## src/hw/rtl/kcl_pkg.sv

```systemverilog
package kcl_pkg;

   // field widths
   localparam int OP_W     = 2;
   localparam int DIGIT_W  = 3;
   localparam int MODE_W   = 2;
   localparam int EV_W     = 3;
   localparam int TIME_W   = 16;
   localparam int TIMER_W  = 17;

   localparam int CODE_DIGITS_DEFAULT = 4;

   typedef logic [OP_W-1:0]    op_type;
   typedef logic [DIGIT_W-1:0] digit_type;
   typedef logic [MODE_W-1:0]  mode_type;
   typedef logic [EV_W-1:0]    event_type;
   typedef logic [TIME_W-1:0]  time_type;
   typedef logic [TIMER_W-1:0] timer_type;

   // operation codes
   localparam op_type OP_TICK   = 2'd0;
   localparam op_type OP_DIGIT  = 2'd1;
   localparam op_type OP_CHANGE = 2'd2;

   // lock modes
   localparam mode_type MODE_LOCKED   = 2'd0;
   localparam mode_type MODE_UNLOCKED = 2'd1;
   localparam mode_type MODE_CHANGE   = 2'd2;

   // reported events
   localparam event_type EV_NONE     = 3'd0;
   localparam event_type EV_UNLOCKED = 3'd1;
   localparam event_type EV_TIMEOUT  = 3'd2;
   localparam event_type EV_CHANGED  = 3'd3;
   localparam event_type EV_MISMATCH = 3'd4;

   // accepted key range
   localparam digit_type DIGIT_MIN = 3'd1;
   localparam digit_type DIGIT_MAX = 3'd4;

   localparam time_type RELOCK_LIMIT_RESET = 16'd5000;

   // factory code, repeated for longer codes
   localparam int FACTORY_LEN = 4;
   localparam digit_type SHIPPED_CODE [FACTORY_LEN] = '{3'd1, 3'd2, 3'd3, 3'd4};

   typedef struct packed {
      op_type    operation;
      digit_type digit;
   } item_type;

   typedef struct packed {
      mode_type  mode;
      logic      bolt_open;
      event_type event_res;
   } result_type;

endpackage

```

## src/hw/rtl/kcl_req_if.sv

```systemverilog
interface kcl_req_if;
   import kcl_pkg::*;

   logic      valid;
   logic      ready;
   op_type    operation;
   digit_type digit;

   modport source (output valid, output operation, output digit, input ready);
   modport sink   (input valid, input operation, input digit, output ready);

endinterface

```

## src/hw/rtl/kcl_rsp_if.sv

```systemverilog
interface kcl_rsp_if;
   import kcl_pkg::*;

   logic      valid;
   logic      ready;
   mode_type  mode;
   logic      bolt_open;
   event_type event_res;

   modport source (output valid, output mode, output bolt_open, output event_res,
                   input ready);
   modport sink   (input valid, input mode, input bolt_open, input event_res,
                   output ready);

endinterface

```

## src/hw/rtl/kcl_req_stage.sv

```systemverilog
module kcl_req_stage (
   input  logic              clock,
   input  logic              reset,
   kcl_req_if.sink           req,
   input  logic              take,
   output logic              valid,
   output kcl_pkg::item_type item
);
   import kcl_pkg::*;

   logic     valid_ff, valid_in;
   item_type item_ff;

   // room when empty or when the held item moves on this cycle
   assign req.ready = !valid_ff || take;

   always_comb begin
      valid_in = valid_ff;
      if (req.valid && req.ready) begin
         valid_in = 1'b1;
      end else if (take) begin
         valid_in = 1'b0;
      end
   end

   always_ff @(posedge clock) begin
      if (reset) begin
         valid_ff <= 1'b0;
      end else begin
         valid_ff <= valid_in;
      end
   end

   // payload, no reset
   always_ff @(posedge clock) begin
      if (req.valid && req.ready) begin
         item_ff.operation <= req.operation;
         item_ff.digit     <= req.digit;
      end
   end

   assign valid = valid_ff;
   assign item  = item_ff;

endmodule

```

## src/hw/rtl/kcl_lock_engine.sv

```systemverilog
module kcl_lock_engine #(
   parameter int CODE_DIGITS = kcl_pkg::CODE_DIGITS_DEFAULT
) (
   input  logic                clock,
   input  logic                reset,
   input  logic                step,
   input  kcl_pkg::item_type   item,
   input  kcl_pkg::time_type   relock_limit,
   output kcl_pkg::result_type result
);
   import kcl_pkg::*;

   localparam int CNT_W = (CODE_DIGITS > 1) ? $clog2(CODE_DIGITS) : 1;
   localparam logic [CNT_W-1:0] CNT_LAST = CNT_W'(CODE_DIGITS - 1);

   typedef digit_type [CODE_DIGITS-1:0] code_type;

   mode_type         mode_ff, mode_in;
   code_type         window_ff, window_in;
   code_type         code_ff, code_in;
   code_type         first_ff, first_in;
   code_type         second_ff, second_in;
   logic [CNT_W-1:0] count_ff, count_in;
   logic             second_pass_ff, second_pass_in;
   logic             change_ff, change_in;
   timer_type        timer_ff, timer_in;

   code_type  window_sh, first_sh, second_sh;
   timer_type timer_inc;
   logic      dig_ok;
   event_type ev;

   assign dig_ok = (item.operation == OP_DIGIT) &&
                   (item.digit >= DIGIT_MIN) && (item.digit <= DIGIT_MAX);

   // shift the new key in at the top, oldest digit drops out at index 0
   always_comb begin
      for (int i = 0; i < CODE_DIGITS - 1; i++) begin
         window_sh[i] = window_ff[i+1];
         first_sh[i]  = first_ff[i+1];
         second_sh[i] = second_ff[i+1];
      end
      window_sh[CODE_DIGITS-1] = item.digit;
      first_sh[CODE_DIGITS-1]  = item.digit;
      second_sh[CODE_DIGITS-1] = item.digit;
   end

   // saturating relock timer
   assign timer_inc = (timer_ff == '1) ? timer_ff : timer_ff + TIMER_W'(1);

   // next state for one item
   always_comb begin
      mode_in        = mode_ff;
      window_in      = window_ff;
      code_in        = code_ff;
      first_in       = first_ff;
      second_in      = second_ff;
      count_in       = count_ff;
      second_pass_in = second_pass_ff;
      change_in      = change_ff;
      timer_in       = timer_ff;
      ev             = EV_NONE;

      if (item.operation == OP_CHANGE) begin
         change_in = 1'b1;
      end

      unique case (mode_ff)
         MODE_LOCKED: begin
            if (dig_ok) begin
               window_in = window_sh;
               if (window_sh == code_ff) begin
                  mode_in   = MODE_UNLOCKED;
                  window_in = '0;
                  timer_in  = '0;
                  ev        = EV_UNLOCKED;
               end
            end
         end
         MODE_UNLOCKED: begin
            if (item.operation == OP_TICK) begin
               timer_in = timer_inc;
               if (timer_inc > {1'b0, relock_limit}) begin
                  mode_in  = MODE_LOCKED;
                  timer_in = '0;
                  ev       = EV_TIMEOUT;
               end
            end
         end
         MODE_CHANGE: begin
            if (dig_ok) begin
               if (!second_pass_ff) begin
                  first_in = first_sh;
                  if (count_ff == CNT_LAST) begin
                     count_in       = '0;
                     second_pass_in = 1'b1;
                  end else begin
                     count_in = count_ff + CNT_W'(1);
                  end
               end else begin
                  second_in = second_sh;
                  if (count_ff == CNT_LAST) begin
                     // second entry complete: store on match, relock either way
                     if (second_sh == first_ff) begin
                        code_in = first_ff;
                        ev      = EV_CHANGED;
                     end else begin
                        ev      = EV_MISMATCH;
                     end
                     mode_in        = MODE_LOCKED;
                     change_in      = 1'b0;
                     second_pass_in = 1'b0;
                     count_in       = '0;
                     timer_in       = '0;
                     window_in      = '0;
                  end else begin
                     count_in = count_ff + CNT_W'(1);
                  end
               end
            end
         end
         default: ;
      endcase

      // pending change request takes over an unlocked lock
      if ((mode_in == MODE_UNLOCKED) && change_in) begin
         mode_in        = MODE_CHANGE;
         timer_in       = '0;
         count_in       = '0;
         second_pass_in = 1'b0;
      end
   end

   always_ff @(posedge clock) begin
      if (reset) begin
         mode_ff        <= MODE_LOCKED;
         window_ff      <= '0;
         first_ff       <= '0;
         second_ff      <= '0;
         count_ff       <= '0;
         second_pass_ff <= 1'b0;
         change_ff      <= 1'b0;
         timer_ff       <= '0;
         for (int i = 0; i < CODE_DIGITS; i++) begin
            code_ff[i] <= SHIPPED_CODE[2'(i)];
         end
      end else if (step) begin
         mode_ff        <= mode_in;
         window_ff      <= window_in;
         code_ff        <= code_in;
         first_ff       <= first_in;
         second_ff      <= second_in;
         count_ff       <= count_in;
         second_pass_ff <= second_pass_in;
         change_ff      <= change_in;
         timer_ff       <= timer_in;
      end
   end

   assign result.mode      = mode_in;
   assign result.bolt_open = (mode_in != MODE_LOCKED);
   assign result.event_res = ev;

endmodule

```

## src/hw/rtl/keypad_combination_lock_fsm_core.sv

```systemverilog
// Keypad combination lock controller.
// req_chan carries one item per key event: a 1 ms tick, a digit key press
// (digit 1..4) or a change-code key press. rsp_chan returns exactly one item
// per request: the lock mode after the event, the bolt drive and an event
// code (unlocked, timeout relock, code changed, change mismatch).
// csr_we/csr_wdata write the relock limit, the number of ticks the bolt stays
// open; write it only while no request is in flight.
// A request accepted on req_chan is captured in the input register; the
// state update runs combinationally from that register and the result
// register loads when the item moves on, which needs rsp_chan free or
// draining. Throughput is one item per cycle while rsp_chan does not stall,
// set by the combinational update between the input and result registers.
// Reset (synchronous, active high) empties both registers, locks the bolt,
// clears the entry window and timer, restores the factory code 1,2,3,4 and
// sets the relock limit to 5000.
// When rsp_chan stalls, the result register holds its item and the input
// register keeps one more; req_chan.ready drops once both are full.
module keypad_combination_lock_fsm_core #(
   parameter int CODE_DIGITS = kcl_pkg::CODE_DIGITS_DEFAULT
) (
   input  logic              clock,
   input  logic              reset,
   kcl_req_if.sink           req_chan,
   kcl_rsp_if.source         rsp_chan,
   input  logic              csr_we,
   input  kcl_pkg::time_type csr_wdata
);
   import kcl_pkg::*;

   logic       stage_valid;
   item_type   stage_item;
   logic       take;
   result_type result;

   time_type   relock_limit_ff;
   logic       rsp_valid_ff, rsp_valid_in;
   result_type rsp_data_ff;

   // input register moves on when the result register is free or draining
   assign take = stage_valid && (!rsp_valid_ff || rsp_chan.ready);

   kcl_req_stage u_req_stage (
      .clock (clock),
      .reset (reset),
      .req   (req_chan),
      .take  (take),
      .valid (stage_valid),
      .item  (stage_item)
   );

   kcl_lock_engine #(
      .CODE_DIGITS (CODE_DIGITS)
   ) u_lock_engine (
      .clock        (clock),
      .reset        (reset),
      .step         (take),
      .item         (stage_item),
      .relock_limit (relock_limit_ff),
      .result       (result)
   );

   // relock limit register
   always_ff @(posedge clock) begin
      if (reset) begin
         relock_limit_ff <= RELOCK_LIMIT_RESET;
      end else if (csr_we) begin
         relock_limit_ff <= csr_wdata;
      end
   end

   // result register
   always_comb begin
      rsp_valid_in = rsp_valid_ff;
      if (take) begin
         rsp_valid_in = 1'b1;
      end else if (rsp_chan.ready) begin
         rsp_valid_in = 1'b0;
      end
   end

   always_ff @(posedge clock) begin
      if (reset) begin
         rsp_valid_ff <= 1'b0;
      end else begin
         rsp_valid_ff <= rsp_valid_in;
      end
   end

   always_ff @(posedge clock) begin
      if (take) begin
         rsp_data_ff <= result;
      end
   end

   assign rsp_chan.valid     = rsp_valid_ff;
   assign rsp_chan.mode      = rsp_data_ff.mode;
   assign rsp_chan.bolt_open = rsp_data_ff.bolt_open;
   assign rsp_chan.event_res = rsp_data_ff.event_res;

endmodule

```

## src/flat_wrapper.sv

```systemverilog
// flat-port wrapper written by rule: the top's interface ports become plain ports
module keypad_combination_lock_fsm_core_flat import kcl_pkg::*;
#(
   parameter int CODE_DIGITS = kcl_pkg::CODE_DIGITS_DEFAULT
)
  (clock, reset, csr_we, csr_wdata, req_chan_valid, req_chan_operation, req_chan_digit, req_chan_ready, rsp_chan_valid, rsp_chan_mode, rsp_chan_bolt_open, rsp_chan_event_res, rsp_chan_ready);
  kcl_req_if req_chan_i ();
  kcl_rsp_if rsp_chan_i ();
  input  logic clock;
  input  logic reset;
  input  logic csr_we;
  input  kcl_pkg::time_type csr_wdata;
  input wire logic [$bits(req_chan_i.valid)-1:0] req_chan_valid;
  input wire logic [$bits(req_chan_i.operation)-1:0] req_chan_operation;
  input wire logic [$bits(req_chan_i.digit)-1:0] req_chan_digit;
  output wire logic [$bits(req_chan_i.ready)-1:0] req_chan_ready;
  output wire logic [$bits(rsp_chan_i.valid)-1:0] rsp_chan_valid;
  output wire logic [$bits(rsp_chan_i.mode)-1:0] rsp_chan_mode;
  output wire logic [$bits(rsp_chan_i.bolt_open)-1:0] rsp_chan_bolt_open;
  output wire logic [$bits(rsp_chan_i.event_res)-1:0] rsp_chan_event_res;
  input wire logic [$bits(rsp_chan_i.ready)-1:0] rsp_chan_ready;
  assign req_chan_i.valid = req_chan_valid;
  assign req_chan_i.operation = req_chan_operation;
  assign req_chan_i.digit = req_chan_digit;
  assign req_chan_ready = req_chan_i.ready;
  assign rsp_chan_valid = rsp_chan_i.valid;
  assign rsp_chan_mode = rsp_chan_i.mode;
  assign rsp_chan_bolt_open = rsp_chan_i.bolt_open;
  assign rsp_chan_event_res = rsp_chan_i.event_res;
  assign rsp_chan_i.ready = rsp_chan_ready;
  keypad_combination_lock_fsm_core #(.CODE_DIGITS(CODE_DIGITS)) u_core (.clock(clock), .reset(reset), .req_chan(req_chan_i), .rsp_chan(rsp_chan_i), .csr_we(csr_we), .csr_wdata(csr_wdata));
endmodule
```

## config.mk

```make
export PLATFORM = sky130hd
export DESIGN_NAME = keypad_combination_lock_fsm_core_flat
export DESIGN_NICKNAME = d
export VERILOG_FILES = /design/src/hw/rtl/kcl_pkg.sv /design/src/hw/rtl/kcl_req_if.sv /design/src/hw/rtl/kcl_rsp_if.sv /design/src/hw/rtl/kcl_req_stage.sv /design/src/hw/rtl/kcl_lock_engine.sv /design/src/hw/rtl/keypad_combination_lock_fsm_core.sv /design/src/flat_wrapper.sv
export SDC_FILE = /design/constraint.sdc
export NUM_CORES = 1
export LEC_CHECK = 0
export ABC_AREA = 1
export BUFFER_PORTS_ARGS = -buffer_cell sky130_fd_sc_hd__clkbuf_2
export CORE_AREA = 5 5 107 109
export DETAILED_ROUTE_END_ITERATION = 6
export DIE_AREA = 0 0 112 114
export PLACE_DENSITY = 0.67
export SETUP_SLACK_MARGIN = 0.5
export SKIP_CTS_REPAIR_TIMING = 1
export SLEW_MARGIN = 20
export SYNTH_ARGS = -nofsm -noshare
export SYNTH_HDL_FRONTEND = slang
export SYNTH_SLANG_ARGS = --single-unit
```

## constraint.sdc

```tcl
create_clock -name clock -period 4.3 [get_ports clock]
set_clock_uncertainty 0.15 [all_clocks]
set_input_delay 1.29 -clock clock [delete_from_list [all_inputs] [get_ports clock]]
set_output_delay 1.29 -clock clock [all_outputs]
set_load 0.01 [all_outputs]
```

======== After elaboration in Yosys (flattened, before gate mapping) ========
Cells that the tools add are included.
word-level totals
  bits in read-only memories .............. 0
  latch bits .............................. 0
  output and inout port bits .............. 8
  bits in writable memories ............... 0
  bits of input ports ..................... 26
  register bits ........................... 94
  logic and storage cells ................. 143
  memories ................................ 0
cells by class
  multiply operators ...................... 0
  shifts and indexed selects .............. 0
  add/sub/neg operators ................... 2
  muxes and demuxes ....................... 60
  bitwise operators ....................... 1
  div/mod/pow operators ................... 0
  order comparisons ....................... 3
  eq/ne operators ......................... 19
  reduce and logical (&&, ||, !) cells .... 31
operator list
  kind                     count
  $mux W17                 9
  $mux W12                 12
  $pmux W17 S3             1
  $mux W2                  14
  $eq A12 B12 Y1           2
  $pmux W12 S2             1
  $reduce_bool A2 Y1       12
  $ne A3 B3 Y1 const B     6
  $reduce_and A6 Y1        3
  $add A17 B1 Y17 const B  1
  $eq A17 B17 Y1 const B   1
  $gt A17 B16 Y1           1
  $mux W1                  17
  $mux W3                  4
  $pmux W3 S3              1
  $ne A2 B2 Y1 const B     4
  $reduce_and A4 Y1        2
  $reduce_and A8 Y1        1
  $eq A2 B1 Y1 const B     3
  $eq A2 B2 Y1 const B     3
  $pmux W2 S3              1
  $logic_and A1 B1 Y1      5
  $logic_not A2 Y1         2
  $reduce_bool A4 Y1       1
  7 further kinds          9

======== Depth between registers and ports, before layout ========
  word-level depth ........................ 10
  depth in mapped cells ................... 31
  mapped depth without buffers ............ 30

======== Cells and area by module ========
A second synthesis with hierarchy kept.
unflattened totals
  cell total of the unflattened synthesis .. 668
  area total of the unflattened synthesis .. 4944.7 sq um
by module, submodules not included
  module                            sequential area each (sq um)  area each (sq um)  cells an instance  instances
  kcl_lock_engine                   1361.3                        3973.8             576                1
  keypad_combination_lock_fsm_core  520.5                         773.2              81                 1
  kcl_req_stage                     170.2                         197.7              11                 1

======== Least setup slack after synthesis ========
No wires, ideal clock.
  path kind ............................... register to register
  start ................................... register u_core.u_lock_engine.timer_ff[0]
  end ..................................... register u_core.rsp_data_ff, in the netlist u_core.rsp_chan.mode[0], data pin
  setup slack ............................. 0.958 ns
  setup time .............................. 0.251 ns
  period minus slack after synthesis ...... 3.342 ns
  stages on the path, launching flop included .. 30
  data arrival time ....................... 2.941 ns
  path buffers ............................ 1
  required time ........................... 3.899 ns
  path through ............................ dfxtp_1 > ha_1 > nand3_1 > inv_1 > nand2_2 > nor2_4 > nand2_2 > nand2_1 > nor2_2 > nand2_2 > nor3_2 > xor2_1 > ha_1 > nand2_1 > inv_1 > nand2_1 > nand2_1 > nand2_1 > nor2_1 > nor2_1 > nand2_1 > nand3_2 > nand2_2 > nand2_1 > nand2_2 > nand2_4 > nand3_2 > buf_6 > nand2_1 > inv_1
RTL lines
  what                      line                                    RTL
  start: declaration        kcl_lock_engine.sv:26                   timer_type timer_ff, timer_in;
  start signal: assignment  kcl_lock_engine.sv:156                  timer_ff <= timer_in;
  end signal: assignment    keypad_combination_lock_fsm_core.sv:91  rsp_data_ff <= result;
  end: declaration          keypad_combination_lock_fsm_core.sv:37  result_type rsp_data_ff;

======== Final worst setup path ========
  start ................................... register u_core.u_lock_engine.timer_ff[1]
  end ..................................... register u_core.u_lock_engine.timer_ff[6]
on the way
  word-level cells in the longest chain between the ends .. 10
  elaborated cells on any way between the ends .. 21
  classes of those cells .................. 1 x add/sub; 1 x order compare; 8 x eq/ne; 8 x mux; 3 x reduce/logical
RTL lines
  what                                                                        line                    RTL
  $add A17 B1 Y17 / $eq A17 B17 Y1 (equally long branches)                    kcl_lock_engine.sv:49   assign timer_inc = (timer_ff == '1) ? timer_ff : timer_ff + TIMER_W'(1);
  $mux W17 *                                                                  kcl_lock_engine.sv:49
  $gt A17 B16 Y1                                                              kcl_lock_engine.sv:83   if (timer_inc > {1'b0, relock_limit}) begin
  $mux W2                                                                     kcl_lock_engine.sv:83
  $mux W2                                                                     kcl_lock_engine.sv:81   if (item.operation == OP_TICK) begin
  $pmux W2 S3                                                                 kcl_lock_engine.sv:68   unique case (mode_ff)
  $eq A2 B1 Y1                                                                kcl_lock_engine.sv:126  if ((mode_in == MODE_UNLOCKED) && change_in) begin
  $logic_and A1 B1 Y1                                                         kcl_lock_engine.sv:126
  $ne A3 B3 Y1 (no source line) / $reduce_bool A4 Y1 (equally long branches)  -
  $reduce_and A8 Y1 (no source line)                                          -
Every way passes the cells marked *; elsewhere a longest branch is shown, timed or not. The select of a mux whose other input is x is not followed.
A chain may end at the register's enable or synchronous reset.

==> flow_summary.ini <==
[place]
gp_congestion = 0.964
dpl.cell_count = 849
dpl_cell_area_sq_um = 5330
port_buffers = 33
dp_hpwl_mm = 9.02

[die]
die_area_sq_um = 12800
die_x_um = 112
io_pins = 34
start_util_pct = 48.4
core-area_sq_um = 10500
die_y_um = 114
rows = 38

[grt]
grt_pass1_wl_mm = 19.9
grt_pass1_vias = 4171
grt.total_usage_pct = 19.0
gr-usage-met2_pct = 31.4
antenna_found_initial = 0
grt_util_met3_pct = 3.82
grt_busiest_layer = met2
grt_max_degree = 49
use_met1_pct = 25.2
gr-total-overflow = 0

[route]
routed_wl_mm = 12.8
ant_nets = 0
via_count = 4687
drc = 0
drtIter0Drc = 331
wl_per_cell_um = 14.6
drt_first_pass_iters = 5
viasPerCell = 5.31

[layout]
fin_cells = 882
stdcell_area_sq_um = 5930
multi_input_area_sq_um = 2920
drive_gt1_share_pct = 19.1
nets = 785
areaGrowthSynthToFinish_pct = 16.6
fillerInstances = 990
diodes = 0
ff_latch_area_sq_um = 2070
utilization_pct = 56.4

[worst_hold_path]
worstHoldPathType = flip-flop to flip-flop
holdCritStartpoint = u_core.relock_limit_ff[1]

[power_and_ir_drop]
p_seq_share_pct = 55.3
p_comb_share_pct = 12.1
leakagePower_uw = 0.00266
p_sw_share_pct = 28.7
clockPowerShare_pct = 32.6
p_int_uw = 1220
power_density_nw_per_um2 = 288
p_switching_uw = 490
ir_worst_vdd_v = 0.000166

[timing]
finalHoldViolCount = 0
max_freq_mhz = 272
relSlewSlack_pct = 29.7
period_share_pct = 85.5
fin_setup_tns_ns = 0
report.final.slew_viol_count = 0
final-setup-viol-count = 0
tightest_slew_ns = 1.05
timing.hold.ws_ns = 0.323
rsz0062_at_grt = yes
fin_crit_ns = 3.68

[synthesis]
synthTopCellsByArea = dfxtp_1 (30%), nand2_1 (10%), edfxtp_1 (10%)
synth_area_leader_cell = dfxtp_1
synth-simple-area-share_pct = 29.2
synth_top_family_by_area = simple AND/OR/NAND/NOR gates
avgSynthCellArea_sq_um = 7.30
yosysWarnings = 0
syn_nets = 744
synth-compound-area-share_pct = 11.1
syn_inst = 696
yosysUniqueCellTypes = 36
yosysSeqAreaShare_pct = 40.4
synth_seq_cells = 94
netlist_area_sq_um = 5080
yosys.area_share.adder_pct = 5.42
synthXorXnorAreaFrac_pct = 6.21
synth_flop_cell = dfxtp_1
synthMuxAreaShare_pct = 0
synth_top_area_share_pct = 30.3
synth-edff-count = 17
async_reset_ff_share_pct = 0

[clock_network]
worstSkewPairLatency_ns = 0.37
cts_tree = done
clockBufferDepth = 2
cts_buffers = 9
h-tree-depth = 3
cts_root_buf = clkbuf_8
clkSlewWorstSetupHoldPaths_ns = 0.10
clock-sinks = 94

[critical_path]
critPathLaunch = u_core.u_lock_engine.timer_ff[1]
critPathMaxFanout = 7
r2r_slack_ns = 0.62
timing_worst_setup_path_type = flip-flop to flip-flop
crit_slowest_cell = dfxtp_4
rr_startpoint = u_core.u_lock_engine.timer_ff[1]
cpMostUsedCell = nand2_2
crit_path_end_kind = flip-flop
cp.required_ns = 4.42
slowest_delay_ns = 0.38
cp.arrival_ns = 3.79
start_kind = flip-flop

[flow_run]
max_cap_violations = 0

[outcome]
status = completed
per-layer routing:
| layer | up-vias | wire, um |
|---|---|---|
| met2 | 136 | 6080 |
| li1 | 2336 | - |
| met4 | 0 | 287 |
| met1 | 2192 | 5720 |
| met3 | 23 | 753 |
| met5 | - | 0 |
worst max-delay path: cells and delay by family (launching register included):
family | cells | cell delay (ns)
and+or+nand+nor | 23 | 2.22
adders and majority gates | 2 | 0.49
DFF | 1 | 0.38
buffers and inverters | 2 | 0.25
xor gates and xnor gates | 1 | 0.10
power groups by stage:
stage	clock [uW]	sequential [uW]	combinational, uW
after global placement	0	964	174
final	557	945	206
after CTS	568	944	179
after detailed placement	0	965	178
after global routing	611	949	233
after floorplan	0	961	130
layout by cell type, fill, tap and decap left out, types with 17 or more instances in the layout:
| cell type | count |
|---|---|
| nand2_1 | 123 |
| nand3_1 | 26 |
| dfxtp_1 | 66 |
| o21ai_0 | 54 |
| inv_1 | 59 |
| a21oi_1 | 47 |
| ha_1 | 19 |
| clkbuf_2 | 33 |
| xnor2_1 | 19 |
| nor2_1 | 119 |
| nand2_2 | 22 |
| edfxtp_1 | 17 |
cells in the mapped netlist, types with 6 or more instances:
cell type    n
a21oi_1     48
clkbuf_1    15
dfxtp_1     77
edfxtp_1    17
ha_1        22
inv_1       61
inv_2        6
nand2_1    141
nand2_2     10
nand3_1     28
nand4_1      6
nor2_1     125
nor3_1       7
o21ai_0     54
xnor2_1     19
xor2_1      17
worst paths after layout:
check,endpoint,cells after the start
setup / recovery,u_core.u_lock_engine.timer_ff[6],28
hold / removal,u_core.relock_limit_ff[1],2
setup reg to reg,u_core.u_lock_engine.timer_ff[6],28
hold reg to reg,u_core.relock_limit_ff[1],2
per-stage QoR:
step | total power, uW | worst slack, ns
after global placement | 1140 | 0.420
after detailed placement | 1140 | 0.217
final | 1710 | 0.622
after floorplan | 1090 | 0.958
after CTS | 1690 | 0.195
after global routing | 1790 | 0.367
sequential cells by signal, summed over array words and instances, names as in the netlist, 3 cells and up:
register	flops
u_core.u_lock_engine.timer_ff	17
u_core.relock_limit_ff	16
u_core.u_lock_engine.code_ff	12
u_core.u_lock_engine.first_ff	12
u_core.u_lock_engine.second_ff	9
u_core.u_lock_engine.window_ff	9
u_core.u_req_stage.item	5
u_core.rsp_chan.event_res	3
cells by family (layout without fill, tap and decap cells):
kind of cell             count (synthesis)  after routing
AO/OA/AOI/OAI                          110            110
XOR/XNOR                                36             36
buffers and inverters                   93            134
adder cells (fa/ha/maj)                 22             22
flip-flops                              94             94
AND/OR/NAND/NOR                        341            346
area by class of cell:
| type | instances | share of cell area [%] |
|---|---|---|
| Multi-Input combinational cell | 514 | 49.3 |
| Sequential cell | 94 | 35.0 |
| Timing Repair Buffer | 48 | 5.32 |
| Inverter | 70 | 4.43 |
| Tap cell | 140 | 2.96 |
| Clock buffer | 10 | 2.15 |
| Clock inverter | 6 | 0.844 |
No activity file was read; power rests on OpenSTA's default activity.
